===== src/rtl/pmlp_pkg.sv =====
package pmlp_pkg;

  localparam int NAME_MAX_LEN = 1024;
  localparam int NAME_LEN_W   = $clog2(NAME_MAX_LEN + 1);

  localparam int FIFO_DEPTH = 2;
  localparam int PTR_W      = $clog2(FIFO_DEPTH);
  localparam int CNT_W      = $clog2(FIFO_DEPTH + 1);

  localparam logic [7:0] CH_NUL   = 8'h00;
  localparam logic [7:0] CH_NL    = 8'h0A;
  localparam logic [7:0] CH_SP    = 8'h20;
  localparam logic [7:0] CH_PAREN = 8'h28;
  localparam logic [7:0] CH_DASH  = 8'h2D;
  localparam logic [7:0] CH_SLASH = 8'h2F;
  localparam logic [7:0] CH_COLON = 8'h3A;
  localparam logic [7:0] CH_BRACK = 8'h5B;
  localparam logic [7:0] CH_P     = 8'h70;
  localparam logic [7:0] CH_R     = 8'h72;
  localparam logic [7:0] CH_S     = 8'h73;
  localparam logic [7:0] CH_W     = 8'h77;
  localparam logic [7:0] CH_X     = 8'h78;

  localparam logic [3:0] PERM_R = 4'b0001;
  localparam logic [3:0] PERM_W = 4'b0010;
  localparam logic [3:0] PERM_X = 4'b0100;
  localparam logic [3:0] PERM_S = 4'b1000;

  // one character after decode
  typedef struct packed {
    logic       hex_ok;
    logic [3:0] digit;
    logic       dec_ok;
    logic       is_nul;
    logic       is_nl;
    logic       is_sp;
    logic       is_dash;
    logic       is_colon;
    logic       is_name_start;
    logic       is_r;
    logic       is_w;
    logic       is_x;
    logic       is_s;
    logic       is_p;
  } byte_cls_t;

endpackage


===== src/rtl/pmlp_if.sv =====
interface pmlp_byte_if;
  logic       valid;
  logic       ready;
  logic [7:0] in_byte;

  modport source(output valid, output in_byte, input ready);
  modport sink(input valid, input in_byte, output ready);
endinterface

interface pmlp_rec_if;
  logic        valid;
  logic        ready;
  logic [63:0] start_addr;
  logic [63:0] end_addr;
  logic [63:0] region_size;
  logic [63:0] file_offset;
  logic [11:0] dev_major;
  logic [19:0] dev_minor;
  logic [63:0] inode;
  logic [2:0]  prot_bits;
  logic        is_shared;
  logic        is_anonymous;
  logic        format_error;

  modport source(output valid, output start_addr, output end_addr, output region_size,
                 output file_offset, output dev_major, output dev_minor, output inode,
                 output prot_bits, output is_shared, output is_anonymous,
                 output format_error, input ready);
  modport sink(input valid, input start_addr, input end_addr, input region_size,
               input file_offset, input dev_major, input dev_minor, input inode,
               input prot_bits, input is_shared, input is_anonymous,
               input format_error, output ready);
endinterface


===== src/rtl/pmlp_front.sv =====
module pmlp_front (
  input  logic                clk,
  input  logic                rst,
  pmlp_byte_if.sink           in_ch,
  output pmlp_pkg::byte_cls_t q_data,
  output logic                q_valid,
  input  logic                q_ready
);
  import pmlp_pkg::*;

  byte_cls_t             cls;
  byte_cls_t             entries [FIFO_DEPTH];
  logic [PTR_W-1:0]      wr_ptr;
  logic [PTR_W-1:0]      rd_ptr;
  logic [CNT_W-1:0]      count;
  logic                  push;
  logic                  pop;

  always_comb begin
    logic [7:0] b;
    b = in_ch.in_byte;
    cls = '0;
    if (b >= 8'h30 && b <= 8'h39) begin
      cls.hex_ok = 1'b1;
      cls.dec_ok = 1'b1;
      cls.digit  = b[3:0];
    end else if (b >= 8'h61 && b <= 8'h66) begin
      cls.hex_ok = 1'b1;
      cls.digit  = 4'(b - 8'h57);
    end else if (b >= 8'h41 && b <= 8'h46) begin
      cls.hex_ok = 1'b1;
      cls.digit  = 4'(b - 8'h37);
    end
    cls.is_nul        = (b == CH_NUL);
    cls.is_nl         = (b == CH_NL);
    cls.is_sp         = (b == CH_SP);
    cls.is_dash       = (b == CH_DASH);
    cls.is_colon      = (b == CH_COLON);
    cls.is_name_start = (b == CH_SLASH) || (b == CH_BRACK) || (b == CH_PAREN);
    cls.is_r          = (b == CH_R);
    cls.is_w          = (b == CH_W);
    cls.is_x          = (b == CH_X);
    cls.is_s          = (b == CH_S);
    cls.is_p          = (b == CH_P);
  end

  assign in_ch.ready = (count != CNT_W'(FIFO_DEPTH));
  assign push        = in_ch.valid && in_ch.ready;
  assign q_valid     = (count != '0);
  assign pop         = q_valid && q_ready;
  assign q_data      = entries[rd_ptr];

  always_ff @(posedge clk) begin
    if (push) begin
      entries[wr_ptr] <= cls;
    end
    if (rst) begin
      wr_ptr <= '0;
      rd_ptr <= '0;
      count  <= '0;
    end else begin
      if (push) wr_ptr <= PTR_W'(wr_ptr + 1'b1);
      if (pop)  rd_ptr <= PTR_W'(rd_ptr + 1'b1);
      unique case ({push, pop})
        2'b10:   count <= CNT_W'(count + 1'b1);
        2'b01:   count <= CNT_W'(count - 1'b1);
        default: count <= count;
      endcase
    end
  end

`ifndef ASSERT_OFF
  a_count_bound: assert property (@(posedge clk) disable iff (rst)
    count <= CNT_W'(FIFO_DEPTH))
    else $error("queue count out of range");
  a_push_tracks: assert property (@(posedge clk) disable iff (rst)
    push && !pop && count == '0 |=> q_valid)
    else $error("pushed entry not visible");
  a_pop_only_valid: assert property (@(posedge clk) disable iff (rst)
    pop |-> count != '0)
    else $error("pop from empty queue");
`endif

endmodule


===== src/rtl/pmlp_back.sv =====
module pmlp_back (
  input  logic                clk,
  input  logic                rst,
  input  pmlp_pkg::byte_cls_t q_data,
  input  logic                q_valid,
  output logic                q_ready,
  pmlp_rec_if.source          out_ch
);
  import pmlp_pkg::*;

  typedef enum logic [4:0] {
    PH_LINE, PH_START, PH_END, PH_R, PH_W, PH_X, PH_S, PH_SP,
    PH_OFF, PH_MAJ, PH_MIN, PH_INO, PH_GAP, PH_NAME, PH_SKIP
  } phase_t;

  phase_t                parse_phase, parse_phase_next;
  logic [63:0]           accumulator, accumulator_next;
  logic [63:0]           start_reg, start_reg_next;
  logic [63:0]           end_reg, end_reg_next;
  logic [63:0]           offset_reg, offset_reg_next;
  logic [11:0]           major_reg, major_reg_next;
  logic [19:0]           minor_reg, minor_reg_next;
  logic [3:0]            perm_bits, perm_bits_next;
  logic [NAME_LEN_W-1:0] name_length, name_length_next;
  logic                  error_seen, error_seen_next;

  logic                  take;
  logic                  emit_c;
  logic                  emit_bad;
  logic                  anon_c;
  logic [63:0]           acc_hex;
  logic [63:0]           acc_dec;
  logic [NAME_LEN_W-1:0] name_inc;

  logic                  rec_valid;
  logic [63:0]           rec_start, rec_end, rec_size, rec_offset, rec_inode;
  logic [11:0]           rec_major;
  logic [19:0]           rec_minor;
  logic [2:0]            rec_prot;
  logic                  rec_shared, rec_anon, rec_err;

  localparam logic [NAME_LEN_W-1:0] NAME_LIMIT = NAME_LEN_W'(NAME_MAX_LEN);

  assign take     = q_valid && (!rec_valid || out_ch.ready);
  assign q_ready  = !rec_valid || out_ch.ready;
  assign name_inc = NAME_LEN_W'(name_length + 1'b1);

  always_comb begin
    logic [63:0] a;
    logic        fail_c;
    a = (parse_phase == PH_LINE) ? 64'd0 : accumulator;
    acc_hex = {a[59:0], q_data.digit};
    // x10 as x8 + x2
    acc_dec = {accumulator[60:0], 3'b000} + {accumulator[62:0], 1'b0}
              + {60'd0, q_data.digit};
    parse_phase_next = parse_phase;
    accumulator_next = accumulator;
    start_reg_next   = start_reg;
    end_reg_next     = end_reg;
    offset_reg_next  = offset_reg;
    major_reg_next   = major_reg;
    minor_reg_next   = minor_reg;
    perm_bits_next   = perm_bits;
    name_length_next = name_length;
    error_seen_next  = error_seen;
    fail_c   = 1'b0;
    emit_c   = 1'b0;
    emit_bad = 1'b0;
    anon_c   = 1'b1;
    if (take && !(parse_phase == PH_LINE && q_data.is_nul)) begin
      if (parse_phase == PH_LINE) begin
        accumulator_next = '0;
        start_reg_next   = '0;
        end_reg_next     = '0;
        offset_reg_next  = '0;
        major_reg_next   = '0;
        minor_reg_next   = '0;
        perm_bits_next   = '0;
        name_length_next = '0;
        error_seen_next  = 1'b0;
        parse_phase_next = PH_START;
      end
      unique case (parse_phase)
        PH_LINE, PH_START: begin
          if (q_data.hex_ok) begin
            accumulator_next = acc_hex;
          end else begin
            start_reg_next = a;
            if (a == '0 || !q_data.is_dash) begin
              fail_c = 1'b1;
            end else begin
              accumulator_next = '0;
              parse_phase_next = PH_END;
            end
          end
        end
        PH_END: begin
          if (q_data.hex_ok) begin
            accumulator_next = acc_hex;
          end else begin
            end_reg_next = accumulator;
            if (accumulator == '0 || !q_data.is_sp || accumulator < start_reg) begin
              fail_c = 1'b1;
            end else begin
              accumulator_next = '0;
              parse_phase_next = PH_R;
            end
          end
        end
        PH_R: begin
          if (q_data.is_r) perm_bits_next = perm_bits | PERM_R;
          if (q_data.is_r || q_data.is_dash) parse_phase_next = PH_W;
          else fail_c = 1'b1;
        end
        PH_W: begin
          if (q_data.is_w) perm_bits_next = perm_bits | PERM_W;
          if (q_data.is_w || q_data.is_dash) parse_phase_next = PH_X;
          else fail_c = 1'b1;
        end
        PH_X: begin
          if (q_data.is_x) perm_bits_next = perm_bits | PERM_X;
          if (q_data.is_x || q_data.is_dash) parse_phase_next = PH_S;
          else fail_c = 1'b1;
        end
        PH_S: begin
          if (q_data.is_s) perm_bits_next = perm_bits | PERM_S;
          if (q_data.is_s || q_data.is_p) parse_phase_next = PH_SP;
          else fail_c = 1'b1;
        end
        PH_SP: begin
          if (q_data.is_sp) begin
            accumulator_next = '0;
            parse_phase_next = PH_OFF;
          end else begin
            fail_c = 1'b1;
          end
        end
        PH_OFF: begin
          if (q_data.hex_ok) begin
            accumulator_next = acc_hex;
          end else if (!q_data.is_sp) begin
            fail_c = 1'b1;
          end else begin
            offset_reg_next  = accumulator;
            accumulator_next = '0;
            parse_phase_next = PH_MAJ;
          end
        end
        PH_MAJ: begin
          if (q_data.hex_ok) begin
            accumulator_next = acc_hex;
          end else if (!q_data.is_colon) begin
            fail_c = 1'b1;
          end else begin
            major_reg_next   = accumulator[11:0];
            accumulator_next = '0;
            parse_phase_next = PH_MIN;
          end
        end
        PH_MIN: begin
          if (q_data.hex_ok) begin
            accumulator_next = acc_hex;
          end else if (!q_data.is_sp) begin
            fail_c = 1'b1;
          end else begin
            minor_reg_next   = accumulator[19:0];
            accumulator_next = '0;
            parse_phase_next = PH_INO;
          end
        end
        PH_INO, PH_GAP: begin
          if (parse_phase == PH_INO && q_data.dec_ok) begin
            accumulator_next = acc_dec;
          end else if (q_data.is_sp) begin
            parse_phase_next = PH_GAP;
          end else if (q_data.is_name_start) begin
            name_length_next = NAME_LEN_W'(1);
            if (NAME_LEN_W'(1) >= NAME_LIMIT) fail_c = 1'b1;
            else parse_phase_next = PH_NAME;
          end else if (q_data.is_nl) begin
            emit_c = 1'b1;
          end else begin
            fail_c = 1'b1;
          end
        end
        PH_NAME: begin
          if (q_data.is_nl) begin
            emit_c = 1'b1;
            anon_c = 1'b0;
          end else begin
            name_length_next = name_inc;
            if (name_inc >= NAME_LIMIT) fail_c = 1'b1;
          end
        end
        PH_SKIP: begin
          if (q_data.is_nl) fail_c = 1'b1;
        end
        default: begin
          parse_phase_next = PH_SKIP;
        end
      endcase
      if (fail_c) begin
        error_seen_next = 1'b1;
        if (q_data.is_nl) begin
          emit_c   = 1'b1;
          emit_bad = 1'b1;
        end else begin
          parse_phase_next = PH_SKIP;
        end
      end
      if (emit_c) parse_phase_next = PH_LINE;
    end
  end

  always_ff @(posedge clk) begin
    if (emit_c) begin
      if (emit_bad) begin
        rec_start  <= '0;
        rec_end    <= '0;
        rec_size   <= '0;
        rec_offset <= '0;
        rec_major  <= '0;
        rec_minor  <= '0;
        rec_inode  <= '0;
        rec_prot   <= '0;
        rec_shared <= 1'b0;
        rec_anon   <= 1'b0;
        rec_err    <= 1'b1;
      end else begin
        rec_start  <= start_reg;
        rec_end    <= end_reg;
        rec_size   <= end_reg - start_reg;
        rec_offset <= offset_reg;
        rec_major  <= major_reg;
        rec_minor  <= minor_reg;
        rec_inode  <= accumulator;
        rec_prot   <= perm_bits[2:0];
        rec_shared <= perm_bits[3];
        rec_anon   <= anon_c;
        rec_err    <= 1'b0;
      end
    end
    if (rst) begin
      parse_phase <= PH_LINE;
      error_seen  <= 1'b0;
      rec_valid   <= 1'b0;
      accumulator <= '0;
      start_reg   <= '0;
      end_reg     <= '0;
      offset_reg  <= '0;
      major_reg   <= '0;
      minor_reg   <= '0;
      perm_bits   <= '0;
      name_length <= '0;
    end else begin
      parse_phase <= parse_phase_next;
      error_seen  <= error_seen_next;
      accumulator <= accumulator_next;
      start_reg   <= start_reg_next;
      end_reg     <= end_reg_next;
      offset_reg  <= offset_reg_next;
      major_reg   <= major_reg_next;
      minor_reg   <= minor_reg_next;
      perm_bits   <= perm_bits_next;
      name_length <= name_length_next;
      if (emit_c) rec_valid <= 1'b1;
      else if (out_ch.ready) rec_valid <= 1'b0;
    end
  end

  assign out_ch.valid        = rec_valid;
  assign out_ch.start_addr   = rec_start;
  assign out_ch.end_addr     = rec_end;
  assign out_ch.region_size  = rec_size;
  assign out_ch.file_offset  = rec_offset;
  assign out_ch.dev_major    = rec_major;
  assign out_ch.dev_minor    = rec_minor;
  assign out_ch.inode        = rec_inode;
  assign out_ch.prot_bits    = rec_prot;
  assign out_ch.is_shared    = rec_shared;
  assign out_ch.is_anonymous = rec_anon;
  assign out_ch.format_error = rec_err;

`ifndef ASSERT_OFF
  a_good_range: assert property (@(posedge clk) disable iff (rst)
    rec_valid && !rec_err |-> rec_start != '0 && rec_end >= rec_start)
    else $error("good record with bad address range");
  a_bad_zeroed: assert property (@(posedge clk) disable iff (rst)
    rec_valid && rec_err |-> rec_start == '0 && rec_prot == '0 && !rec_anon)
    else $error("error record carries data");
  a_skip_err: assert property (@(posedge clk) disable iff (rst)
    parse_phase == PH_SKIP |-> error_seen)
    else $error("skipping without error");
  a_no_overrun: assert property (@(posedge clk) disable iff (rst)
    rec_valid && !out_ch.ready |=> rec_valid)
    else $error("record dropped while stalled");
`endif

endmodule


===== src/rtl/proc_maps_line_parser_core.sv =====
// Memory-map line parser: one character in per cycle, one record out per newline.
// A newline is decoded into the queue, then parsed and registered as a record;
// a stalled record can hold it in the queue ahead of the parse step.
// Throughput: 1 byte/cycle sustained while the record output is taken; a stalled
// record holds the back end, and the two-entry queue absorbs the front.
// Reset (rst, synchronous): queue emptied, parse at line start, no record pending.
module proc_maps_line_parser_core (
  input  logic        clk,
  input  logic        rst,
  pmlp_byte_if.sink   in_ch,
  pmlp_rec_if.source  out_ch
);
  import pmlp_pkg::*;

  byte_cls_t q_data;
  logic      q_valid;
  logic      q_ready;

  pmlp_front u_front (
    .clk     (clk),
    .rst     (rst),
    .in_ch   (in_ch),
    .q_data  (q_data),
    .q_valid (q_valid),
    .q_ready (q_ready)
  );

  pmlp_back u_back (
    .clk     (clk),
    .rst     (rst),
    .q_data  (q_data),
    .q_valid (q_valid),
    .q_ready (q_ready),
    .out_ch  (out_ch)
  );

endmodule


===== src/flat_wrapper.sv =====
// flat-port wrapper written by rule: the top's interface ports become plain ports
module proc_maps_line_parser_core_flat import pmlp_pkg::*;
  (clk, rst, in_ch_valid, in_ch_in_byte, in_ch_ready, out_ch_valid, out_ch_start_addr, out_ch_end_addr, out_ch_region_size, out_ch_file_offset, out_ch_dev_major, out_ch_dev_minor, out_ch_inode, out_ch_prot_bits, out_ch_is_shared, out_ch_is_anonymous, out_ch_format_error, out_ch_ready);
  pmlp_byte_if in_ch_i ();
  pmlp_rec_if out_ch_i ();
  input  logic clk;
  input  logic rst;
  input wire logic [$bits(in_ch_i.valid)-1:0] in_ch_valid;
  input wire logic [$bits(in_ch_i.in_byte)-1:0] in_ch_in_byte;
  output wire logic [$bits(in_ch_i.ready)-1:0] in_ch_ready;
  output wire logic [$bits(out_ch_i.valid)-1:0] out_ch_valid;
  output wire logic [$bits(out_ch_i.start_addr)-1:0] out_ch_start_addr;
  output wire logic [$bits(out_ch_i.end_addr)-1:0] out_ch_end_addr;
  output wire logic [$bits(out_ch_i.region_size)-1:0] out_ch_region_size;
  output wire logic [$bits(out_ch_i.file_offset)-1:0] out_ch_file_offset;
  output wire logic [$bits(out_ch_i.dev_major)-1:0] out_ch_dev_major;
  output wire logic [$bits(out_ch_i.dev_minor)-1:0] out_ch_dev_minor;
  output wire logic [$bits(out_ch_i.inode)-1:0] out_ch_inode;
  output wire logic [$bits(out_ch_i.prot_bits)-1:0] out_ch_prot_bits;
  output wire logic [$bits(out_ch_i.is_shared)-1:0] out_ch_is_shared;
  output wire logic [$bits(out_ch_i.is_anonymous)-1:0] out_ch_is_anonymous;
  output wire logic [$bits(out_ch_i.format_error)-1:0] out_ch_format_error;
  input wire logic [$bits(out_ch_i.ready)-1:0] out_ch_ready;
  assign in_ch_i.valid = in_ch_valid;
  assign in_ch_i.in_byte = in_ch_in_byte;
  assign in_ch_ready = in_ch_i.ready;
  assign out_ch_valid = out_ch_i.valid;
  assign out_ch_start_addr = out_ch_i.start_addr;
  assign out_ch_end_addr = out_ch_i.end_addr;
  assign out_ch_region_size = out_ch_i.region_size;
  assign out_ch_file_offset = out_ch_i.file_offset;
  assign out_ch_dev_major = out_ch_i.dev_major;
  assign out_ch_dev_minor = out_ch_i.dev_minor;
  assign out_ch_inode = out_ch_i.inode;
  assign out_ch_prot_bits = out_ch_i.prot_bits;
  assign out_ch_is_shared = out_ch_i.is_shared;
  assign out_ch_is_anonymous = out_ch_i.is_anonymous;
  assign out_ch_format_error = out_ch_i.format_error;
  assign out_ch_i.ready = out_ch_ready;
  proc_maps_line_parser_core u_core (.clk(clk), .rst(rst), .in_ch(in_ch_i), .out_ch(out_ch_i));
endmodule

===== config.mk =====
export PLATFORM = sky130hd
export DESIGN_NAME = proc_maps_line_parser_core_flat
export DESIGN_NICKNAME = d
export VERILOG_FILES = /design/src/rtl/pmlp_pkg.sv /design/src/rtl/pmlp_if.sv /design/src/rtl/pmlp_front.sv /design/src/rtl/pmlp_back.sv /design/src/rtl/proc_maps_line_parser_core.sv /design/src/flat_wrapper.sv
export SDC_FILE = /design/constraint.sdc
export NUM_CORES = 2
export LEC_CHECK = 0
export BUFFER_PORTS_ARGS = -buffer_cell sky130_fd_sc_hd__buf_2
export CORE_UTILIZATION = 25
export CTS_BUF_LIST = sky130_fd_sc_hd__clkbuf_16
export DETAILED_ROUTE_END_ITERATION = 10
export PLACE_DENSITY = 0.41
export SLEW_MARGIN = 15
export SYNTH_ARGS = -nofsm -noshare
export SYNTH_HDL_FRONTEND = slang
export SYNTH_SLANG_ARGS = --single-unit

===== constraint.sdc =====
create_clock -name clk -period 23.5 [get_ports clk]
set_input_delay 3.525 -clock clk [delete_from_list [all_inputs] [get_ports clk]]
set_output_delay 3.525 -clock clk [all_outputs]
set_load 0.01 [all_outputs]

==> flow_summary.ini <==
[routing]
met1_length_um = 65600
drcViolationCount = 0
drtIter0Drc = 2237
first_pass_iters = 6
ant_nets = 0
post_drt_via_cell_ratio = 4.89
drt-wirelength-per-cell_um = 22.0
highest_layer = met5
vias = 30800
wl_met2_um = 64200
wl_met3_um = 6000
drt-total-wl_um = 138000

[cts]
postCtsResizedCells = 0
clock_sinks = 706
cts_hold_buf = 0
htree_levels = 3
post-cts-setup-buffer-count = 0
cts_tree = built
worstSkewPairLatency_ps = 710
cts_root_buffer = clkbuf_16
clk_pin_slew_ps = 50
clk_path_buf_depth = 3
cts_buffers = 90

[min_path]
holdPathStages = 2
hp-class = reg -> reg
min_to = u_core.u_back.offset_reg[17]$_SDFFE_PP0P_
hp-start = u_core.u_back.offset_reg[17]$_SDFFE_PP0P_

[logic_synthesis]
synthCells = 3941
ys_seq_area_frac = 0.481
synth-main-ff-cell = edfxtp_1
synth_seq_cells = 706
synth_edf_count = 392
synth_cell_type_count = 81
yosys.area.top_type = edfxtp_1
async_reset_ff_frac = 0
ys_warn_count = 0
yosys-top-cells-count = nor2_1 (458), edfxtp_1 (392), a21oi_1 (327)
synth_area_um2 = 37500
synth.net_count = 4210
synthTopCellsByArea = edfxtp_1 (31%), dfxtp_1 (17%), ha_1 (8.5%)
syn_area_per_cell_um2 = 9.53
synth_top_area_share = 0.314
yosysMostFrequentCell = nor2_1

[worst_setup_path]
cpPeakStageDelay_ps = 740
worstPathRequired_ps = 24040
critical_path_class = in -> reg
worstPathCellList = buf_2 > nand2b_1 > o21ai_1 > clkinv_1 > o21ai_2 > buf_4 > nor2_1 > nand2_4 > buf_4 > buf_4 > and2_1
startpoint = out_ch_ready
r2r_slack_ps = 16530
cp.arrival_ps = 7740
worstRegToRegCells = 12
critPathLaunchType = input pin
crit_family = buffers and inverters
cp-end-kind = flop
r2r-start = u_core.u_back.accumulator[1]$_SDFFE_PP0P_
worst-path-max-fanout = 89
r2r-end = u_core.u_back.out_ch.region_size[35]$_SDFFCE_PP0P_
path_common_cell = buf_4
slowest_stage = buf_4
path_buf_inv = 5

[floorplan]
coreArea_um2 = 148000
rows = 141
io_pins = 372
start_util = 0.253
die_w_um = 390
die_area_um2 = 152000
die_y_um = 390

[power]
leakage_uw = 0.0178
p_total_uw = 4870
max-vdd-ir-drop_mv = 0.109
pwr_density_cell_nw_per_um2 = 109

[sta]
worst_slew_pin_slew_ps = 1200
max_freq_mhz = 139
slew-limit-headroom = 0.202
whs_ps = 459
period_needed_ps = 7200
period_share = 0.306
rsz0062_at_grt = false
drv_slew = 0
hold_violations = 0
setup_viol = 0
skew_ps = 36.8
fin_tns_setup_ps = 0

[placed_design]
port_buffers = 371
place_area_um2 = 41500
dp_hpwl_um = 94600
place_congestion = 0.880

[status]
status = complete, no violations

[final_layout]
drive_above_1_share = 0.143
fillers = 15600
regArea_um2 = 18100
utilization = 0.300
multi_input_comb_area_um2 = 18100
fin_nets = 4479
area_growth_syn_to_layout_pct = 18.6
fin_area_um2 = 44500

[flow_run]
maxCapViolations = 0

[global_route]
grt_use_total = 0.178
grt_overflow_total = 0
grt_max_degree = 142
antenna_found_initial = 4
grt_pass1_vias = 30000
grt_pass1_wl_um = 203000
layout by cell type (no fill, tap or decap), types with 40 or more instances in the layout:
cell | synthesis | final
xnor2_1 | 57 | 57
o21ai_0 | 149 | 149
nand4_1 | 44 | 44
xor2_1 | 40 | 40
nand3_1 | 134 | 134
ha_1 | 254 | 254
edfxtp_1 | 392 | 392
buf_4 | 2 | 68
dfxtp_1 | 314 | 314
buf_2 | 26 | 370
a21o_1 | 106 | 106
inv_1 | 121 | 141
nor3_1 | 74 | 73
clkbuf_16 | 0 | 92
a22oi_1 | 157 | 157
and2_1 | 243 | 242
nor2_1 | 458 | 452
a21oi_1 | 327 | 327
nand2b_1 | 40 | 40
nand2_1 | 301 | 297
worst max path at each step:
stage                                                               to  slack [ps]  cells past startpoint
floorplan              u_core.u_back.out_ch.dev_major[0]$_SDFFCE_PP0P_        3150                      7
global placement    u_core.u_back.out_ch.region_size[11]$_SDFFCE_PP0P_       15690                     11
detailed placement        u_core.u_back.out_ch.inode[17]$_SDFFCE_PP0P_       15550                     11
CTS                    u_core.u_back.out_ch.end_addr[10]$_SDFFCE_PP0P_       16290                     11
global route        u_core.u_back.out_ch.region_size[11]$_SDFFCE_PP0P_       15900                     11
finish                 u_core.u_back.out_ch.end_addr[13]$_SDFFCE_PP0P_       16300                     11
cells by family after synthesis:
family / count (synthesis) / share of synthesized area
and+or+nand+nor: 1436 / 0.184
AOI/OAI and AO/OA: 1023 / 0.176
DFF: 706 / 0.481
buffers and inverters: 386 / 0.0397
adders and majority gates: 257 / 0.0863
xor gates and xnor gates: 97 / 0.0226
muxes: 36 / 0.00973
through the flow:
step	worst slack, ps	std cells
2_1_floorplan	3150	3941
3_3_place_gp	15690	6120
3_5_place_dp	15550	6120
4_1_cts	16290	6290
5_1_grt	15900	6290
6_report	16300	6292
worst register-to-register path, cell delays in order (launching register included):
cell and delay, ps:
dfxtp_1 460, ha_1 290, or3_1 370, o21ai_0 430, a31oi_1 200, o41ai_1 740, a31oi_1 400, o21a_1 310
o21ai_1 550, a21oi_1 390, nor2_4 780, buf_4 720, buf_4 900
layer usage:
metal	track usage	vias up
li1	-	14900
met2	0.288	713
met3	0.0236	129
met1	0.247	15100
met5	0	-
met4	0.0477	2
where the power goes:
part           internal [uW]  switching, uW  total, uW
logic                    510           1320       1830
clock network            813            583       1400
registers               1540            100       1640
cell type report:
type,count,share of cell area
antenna,2,0.000112
clock inverter,78,0.0146
multi-input combinational,2849,0.407
timing repair buffer,440,0.0539
sequential,706,0.406
tap,2002,0.0563
inverter,123,0.0105
clock buffer,92,0.0517
(Power assumes the default switching activity.)
